[config.mk]
export PLATFORM = sky130hd
export DESIGN_NAME = lagr_div
export DESIGN_NICKNAME = d
export VERILOG_FILES = /design/src/hw/rtl/lagr_pkg.sv /design/src/hw/rtl/lagr_div.sv
export SDC_FILE = /design/constraint.sdc
export NUM_CORES = 1
export LEC_CHECK = 0
export BUFFER_PORTS_ARGS = -buffer_cell sky130_fd_sc_hd__buf_2
export CAP_MARGIN = 20
export CORE_MARGIN = 1
export CORE_UTILIZATION = 40
export CTS_CLUSTER_SIZE = 24
export DETAILED_ROUTE_END_ITERATION = 8
export SKIP_CTS_REPAIR_TIMING = 1
export SYNTH_ARGS = -nofsm -noshare
export SYNTH_HDL_FRONTEND = slang
export SYNTH_SLANG_ARGS = --single-unit
[constraint.sdc]
create_clock -name clk -period 5.95 [get_ports clk]
set_input_delay 0.2975 -clock clk [delete_from_list [all_inputs] [get_ports clk]]
set_output_delay 0.2975 -clock clk [all_outputs]
set_load 0.05 [all_outputs]
[src/hw/rtl/lagr_pkg.sv]
// ============================================================================
// lagr_pkg - shared types and constants of the Lagrange interpolation evaluator
// Fixed-point formats, field widths, command and status codes, and the result
// bundle of the serial divider.
// ============================================================================
`default_nettype none

package lagr_pkg;

    // Node table
    localparam int MAX_NODES = 16;
    localparam int IDX_W     = $clog2(MAX_NODES);
    localparam int CNT_W     = $clog2(MAX_NODES + 2);

    // Item field widths
    localparam int NC_W      = 5;     // node_count register
    localparam int NI_W      = 4;     // node_index field
    localparam int STATUS_W  = 2;

    // Q16.16 arithmetic
    localparam int Q_W       = 32;
    localparam int FRAC_W    = 16;
    localparam int DIFF_W    = Q_W + 1;           // difference of two Q16.16 values
    localparam int DVD_W     = DIFF_W + FRAC_W;   // scaled dividend magnitude
    localparam int DCNT_W    = $clog2(DVD_W);
    localparam int PROD_W    = 2 * Q_W;
    localparam int SUM_W     = Q_W + CNT_W;

    localparam logic signed [Q_W-1:0]    ONE_Q = Q_W'(1 << FRAC_W);
    localparam logic signed [PROD_W-1:0] Q_MAX = PROD_W'(64'sd2147483647);
    localparam logic signed [PROD_W-1:0] Q_MIN = PROD_W'(-64'sd2147483648);

    // Commands
    localparam logic CMD_LOAD = 1'b0;
    localparam logic CMD_EVAL = 1'b1;

    // Result status codes
    typedef enum logic [STATUS_W-1:0] {
        ST_OK  = 2'd0,
        ST_OVF = 2'd1,
        ST_DUP = 2'd2
    } status_t;

    // Divider result bundle
    typedef struct packed {
        logic                  done;
        logic                  ovf;
        logic signed [Q_W-1:0] q;
    } div_res_t;

endpackage

`default_nettype wire

[src/hw/rtl/lagr_div.sv]
// ============================================================================
// lagr_div - serial signed Q16.16 divider
// Restoring division, one quotient bit per cycle, truncated toward zero and
// clamped to the Q16.16 range with an overflow flag.
// ============================================================================
`default_nettype none

module lagr_div (
    input  wire logic                               clk,
    input  wire logic                               rst_n,
    input  wire logic                               start,
    input  wire logic signed [lagr_pkg::DIFF_W-1:0] num,
    input  wire logic signed [lagr_pkg::DIFF_W-1:0] den,
    output lagr_pkg::div_res_t                      res
);
    import lagr_pkg::*;

    logic                  busy_reg, busy_next;
    logic                  done_reg, done_next;
    logic [DCNT_W-1:0]     cnt_reg, cnt_next;
    logic [DIFF_W:0]       rem_reg, rem_next;
    logic [DVD_W-1:0]      quo_reg, quo_next;
    logic [DIFF_W-1:0]     dvs_reg, dvs_next;
    logic                  neg_reg, neg_next;

    logic [DIFF_W-1:0]     num_mag, den_mag;
    logic [DIFF_W:0]       rem_shift;
    logic [DIFF_W+1:0]     diff;
    logic [DVD_W-1:0]      neg_quo;

    assign num_mag = num[DIFF_W-1] ? DIFF_W'(-num) : DIFF_W'(num);
    assign den_mag = den[DIFF_W-1] ? DIFF_W'(-den) : DIFF_W'(den);

    // One restoring step: shift in the next dividend bit, try the subtract
    assign rem_shift = {rem_reg[DIFF_W-1:0], quo_reg[DVD_W-1]};
    assign diff      = {1'b0, rem_shift} - {2'b00, dvs_reg};

    always_comb
    begin
        busy_next = busy_reg;
        done_next = 1'b0;
        cnt_next  = cnt_reg;
        rem_next  = rem_reg;
        quo_next  = quo_reg;
        dvs_next  = dvs_reg;
        neg_next  = neg_reg;
        if (start)
        begin
            busy_next = 1'b1;
            cnt_next  = DCNT_W'(DVD_W - 1);
            rem_next  = '0;
            quo_next  = {num_mag, {FRAC_W{1'b0}}};
            dvs_next  = den_mag;
            neg_next  = num[DIFF_W-1] ^ den[DIFF_W-1];
        end
        else if (busy_reg)
        begin
            if (!diff[DIFF_W+1])
            begin
                rem_next = diff[DIFF_W:0];
                quo_next = {quo_reg[DVD_W-2:0], 1'b1};
            end
            else
            begin
                rem_next = rem_shift;
                quo_next = {quo_reg[DVD_W-2:0], 1'b0};
            end
            if (cnt_reg == '0)
            begin
                busy_next = 1'b0;
                done_next = 1'b1;
            end
            else
            begin
                cnt_next = cnt_reg - 1'b1;
            end
        end
    end

    always_ff @(posedge clk or negedge rst_n)
    begin
        if (!rst_n)
        begin
            busy_reg <= 1'b0;
            done_reg <= 1'b0;
            cnt_reg  <= '0;
        end
        else
        begin
            busy_reg <= busy_next;
            done_reg <= done_next;
            cnt_reg  <= cnt_next;
        end
    end

    always_ff @(posedge clk)
    begin
        rem_reg <= rem_next;
        quo_reg <= quo_next;
        dvs_reg <= dvs_next;
        neg_reg <= neg_next;
    end

    // Apply sign and clamp to Q16.16
    assign neg_quo = -quo_reg;

    always_comb
    begin
        res.done = done_reg;
        res.ovf  = 1'b0;
        res.q    = Q_W'(quo_reg);
        if (neg_reg)
        begin
            if (PROD_W'(quo_reg) > PROD_W'(-Q_MIN))
            begin
                res.ovf = 1'b1;
                res.q   = Q_W'(Q_MIN);
            end
            else
            begin
                res.q = Q_W'(neg_quo);
            end
        end
        else if (PROD_W'(quo_reg) > PROD_W'(Q_MAX))
        begin
            res.ovf = 1'b1;
            res.q   = Q_W'(Q_MAX);
        end
    end

endmodule

`default_nettype wire

Yosys cells after proc, flatten, opt, wreduce, memory -nomap -nowiden. Index checks and enable logic that the tools add are counted. W data, S select, Z words.

Register bits: 124.

$add $sub $neg: 5. Order comparisons: 2. Equality and inequality tests: 1. Muxes and demuxes: 19. Bitwise logic cells: 1. Reduce and logical (&&, ||, !) cells: 3.

Operator list (count): $mux W33 (4); $mux W49 (2); $neg A33 Y33 (2); $mux W32 (2); $gt A49 B31 Y1 const B (1); $gt A49 B32 Y1 const B (1); $sub A34 B33 Y35 (1); $neg A32 Y32 (1); $mux W6 (3); $mux W1 (8); $logic_not A6 Y1 (1); $sub A6 B1 Y6 const B (1); $ne A2 B2 Y1 const B (1); $reduce_and A2 Y1 (1); $reduce_bool A2 Y1 (1); $xor A1 B1 Y1 (1).

Depth between registers and ports, before layout.
Depth in word-level cells: 4. Depth in mapped cells: 14. Gate-level depth less buffers: 13.

Worst setup path before layout. No wires, ideal clock.

Kind: register -> output. Start: register quo_reg[17]. End: output port res[11] in the netlist's numbering. Data arrival time: 3894 ps. Data required time: 5653 ps. Path slack: 1759 ps. Cell stages (with the launch flop): 10. Path buffers: 1. Cell sequence: edfxtp_1 nor4_1 nand4b_1 nor3_2 nand3_1 o21ai_1 nand2b_1 or2_1 buf_2 o311ai_0.

RTL lines: start: declaration (RTL line lagr_div.sv:22) `logic [DVD_W-1:0] quo_reg, quo_next;`; start signal: assignment (RTL line lagr_div.sv:99) `quo_reg <= quo_next;`; end: declaration (RTL line lagr_div.sv:14) `output lagr_pkg::div_res_t res`.

==> impl_metrics.csv <==
group,metric,value,unit
sta,slew_headroom,36.2,%
global_routing,grt_pass1_vias,7519,
floorplan,rows,54,
global_routing,grt_max_degree,79,
floorplan,fp.dieW,153,um
critical_path,crit_slowest_cell,"o311ai_0",
global_routing,grt.total_usage,19.8,%
sta,rsz0062_at_grt,"false",
pwr,p_per_area,368,nW/um2
floorplan,dieArea,23400,um2
drt,routed_via_density,5.56,
logic_synthesis,synthFlopType,"edfxtp_1",
drt,route.met3.wl,870,um
sta,min_period_over_period,70.5,%
drt,wl_met2,9960,um
floorplan,initial_core_util,41.2,%
place,dp.cells,1397,
drt,wl_per_cell,15.6,um
clock_tree,cts.path.max_buffers,2,
drt,num_vias,7950,
critical_path,start_kind,"flop",
logic_synthesis,post_synth_num_cell_types,78,
drt,ant_nets,0,
logic_synthesis,yosysWarnings,0,
cells_and_area,nets,1246,
sta,clock_skew,0.0118,ns
worst_hold_path,whs_path_depth,1,
pwr,worst_ir_drop_vdd,0.000231,V
critical_path,crit_family,"simple AND/OR/NAND/NOR gates",
sta,slew_violations,0,
sta,setup_violations,0,
sta,setup_tns,0,ns
critical_path,cp_cell_sequence,"nor4_1 > nand4b_1 > nor3_2 > nand3_1 > o21ai_1 > nand2b_1 > or2_1 > o311ai_0 > buf_2",
clock_tree,cts-root-buf,"clkbuf_16",
floorplan,die_h,153,um
drt,drt_iter0_drc,457,
sta,min_period,4.20,ns
critical_path,worstPathRequired,5.65,ns
cells_and_area,layout_commonest_cell,"nand2_1",
clock_tree,insertion_delay,0.42,ns
place,portBuffers,102,
clock_tree,cts.sinks,124,
global_routing,antenna_found_initial,0,
sta,worst_slew_pin_slew,0.957,ns
cells_and_area,antenna_cells,0,
drt,drt-met1-wl,11300,um
sta,max_freq,238,MHz
global_routing,grt_pass1_wl,37900,um
job,cap_viol_max_count,0,
floorplan,io_pins,103,
critical_path,path_depth,9,
cells_and_area,drive_above_1_share,14.7,%
place,dpl.hpwl,16100,um
logic_synthesis,synth_cells,1076,
place,globalplace.congestion,0.852,
logic_synthesis,yosysSeqAreaShare,35.0,%
logic_synthesis,async_reset_ff_share,6.45,%
cells_and_area,final_cell_mix,"nand2_1 (124), buf_2 (101), o21ai_0 (91)",
critical_path,cp.arrival,3.90,ns
logic_synthesis,syn_area,9110,um2
clock_tree,tritoncts.num_buffers,17,
worst_hold_path,hp-class,"input pin to flop",
clock_tree,h-tree-depth,4,
pwr,p_leak,4.34,nW
drt,first_pass_iters,5,
logic_synthesis,syn-mean-instance-area,8.47,um2
cells_and_area,largest_reg_flops,49,
drt,topRoutingLayerUsed,"met4",
critical_path,reg2reg_depth,14,
clock_tree,clk_pin_slew,0.05,ns
critical_path,path_class,"flop to primary output",
clock_tree,cts_tree,"built",
outcome,status,"complete, no violations",
critical_path,cp_max_fo,29,
sta,finalHoldViolations,0,
drt,routed_wl,22300,um
cells_and_area,area.growth.synth_to_final,13.4,%
cells_and_area,final_cells,1429,
logic_synthesis,synth-seq-cells,124,
drt,drc,0,
critical_path,worstSetupEndpointType,"primary output",
critical_path,path_buf_inv,1,
global_routing,grt-ovfl-total,0,
logic_synthesis,synth_edf_count,67,
cells_and_area,fill_cells,2164,
logic_synthesis,syn_nets,1185,
floorplan,fp.coreArea,22100,um2
critical_path,slowest_delay,0.62,ns
-- worst paths after layout --
kind                                   from     endpoint  slack [ns]
worst min-delay path                 den[0]   dvs_reg[0]        0.11
worst max-delay path            quo_reg[17]      res[16]        1.75
worst max register to register  quo_reg[48]  rem_reg[25]        2.44
worst min register to register   rem_reg[2]   rem_reg[2]        0.50
min in group asynchronous             rst_n   cnt_reg[5]        0.24
max in group asynchronous             rst_n     busy_reg        5.51
-- Yosys cell counts (9+ instances only) --
cell / instances / area share (%)
nand3_1: 18 / 0.99
nand2_1: 124 / 5.1
o31ai_1: 17 / 1.4
nor4_1: 21 / 1.4
xnor2_1: 52 / 5.0
edfxtp_1: 67 / 22
nor2_1: 83 / 3.4
or3_1: 17 / 1.2
o311ai_0: 18 / 1.7
a21oi_1: 29 / 1.6
inv_1: 71 / 2.9
mux2i_1: 34 / 3.7
nand4_1: 17 / 1.2
nand3b_1: 9 / 0.74
o21ai_0: 91 / 5.0
nor3_1: 28 / 1.5
a21o_1: 17 / 1.4
a211oi_1: 26 / 2.1
ha_1: 39 / 5.4
clkbuf_1: 57 / 2.3
dfxtp_1: 49 / 11
xor2_1: 37 / 3.6
-- kinds of logic (layout without fill, tap and decap cells) --
logic type / Yosys count / in the layout / share of synthesized area [%]
compound gates: 274 / 274 / 20.4
flops: 124 / 124 / 35.0
fa+ha+maj: 40 / 40 / 5.58
xor+xnor: 89 / 89 / 8.56
buf+inv: 140 / 213 / 5.96
mux: 36 / 36 / 3.98
simple gates: 373 / 373 / 20.4
-- through the flow --
stage / setup WS [ns] / instance area [um2] / total power [mW] / utilization, % / hold slack (ns)
floorplan: 1.76 / 9110 / 2.46 / - / 0.00191
global placement: 2.38 / 9770 / 2.82 / 44.2 / 0.153
detailed placement: 2.28 / 9770 / 2.83 / 44.2 / 0.153
CTS: 1.83 / 10300 / 3.82 / 46.7 / -0.301
global route: 1.51 / 10300 / 4.08 / 46.7 / 0.113
finish: 1.75 / 10300 / 3.80 / 46.7 / 0.113
-- final cells by class --
class / instances / area [um2] / area share [%]
clock buffers: 21 / 460 / 4.46
clock inverters: 10 / 92.6 / 0.896
inverters: 72 / 270 / 2.62
multi-input cells: 812 / 5390 / 52.1
flip-flops and latches: 124 / 3190 / 30.9
well taps: 280 / 350 / 3.39
repair buffers: 110 / 576 / 5.57
-- layer usage --
| layer | vias up | track usage (%) |
|---|---|---|
| li1 | 4053 | - |
| met5 | - | 0 |
| met4 | 0 | 5.58 |
| met1 | 3706 | 28.3 |
| met2 | 173 | 30.8 |
| met3 | 18 | 2.95 |
-- where the power goes --
group	internal, mW	switching (mW)	total (mW)
clock network	0.592	0.381	0.973
registers	1.07	0.140	1.21
logic	0.656	0.956	1.61
Note: power is estimated with default switching activity, not from simulation.
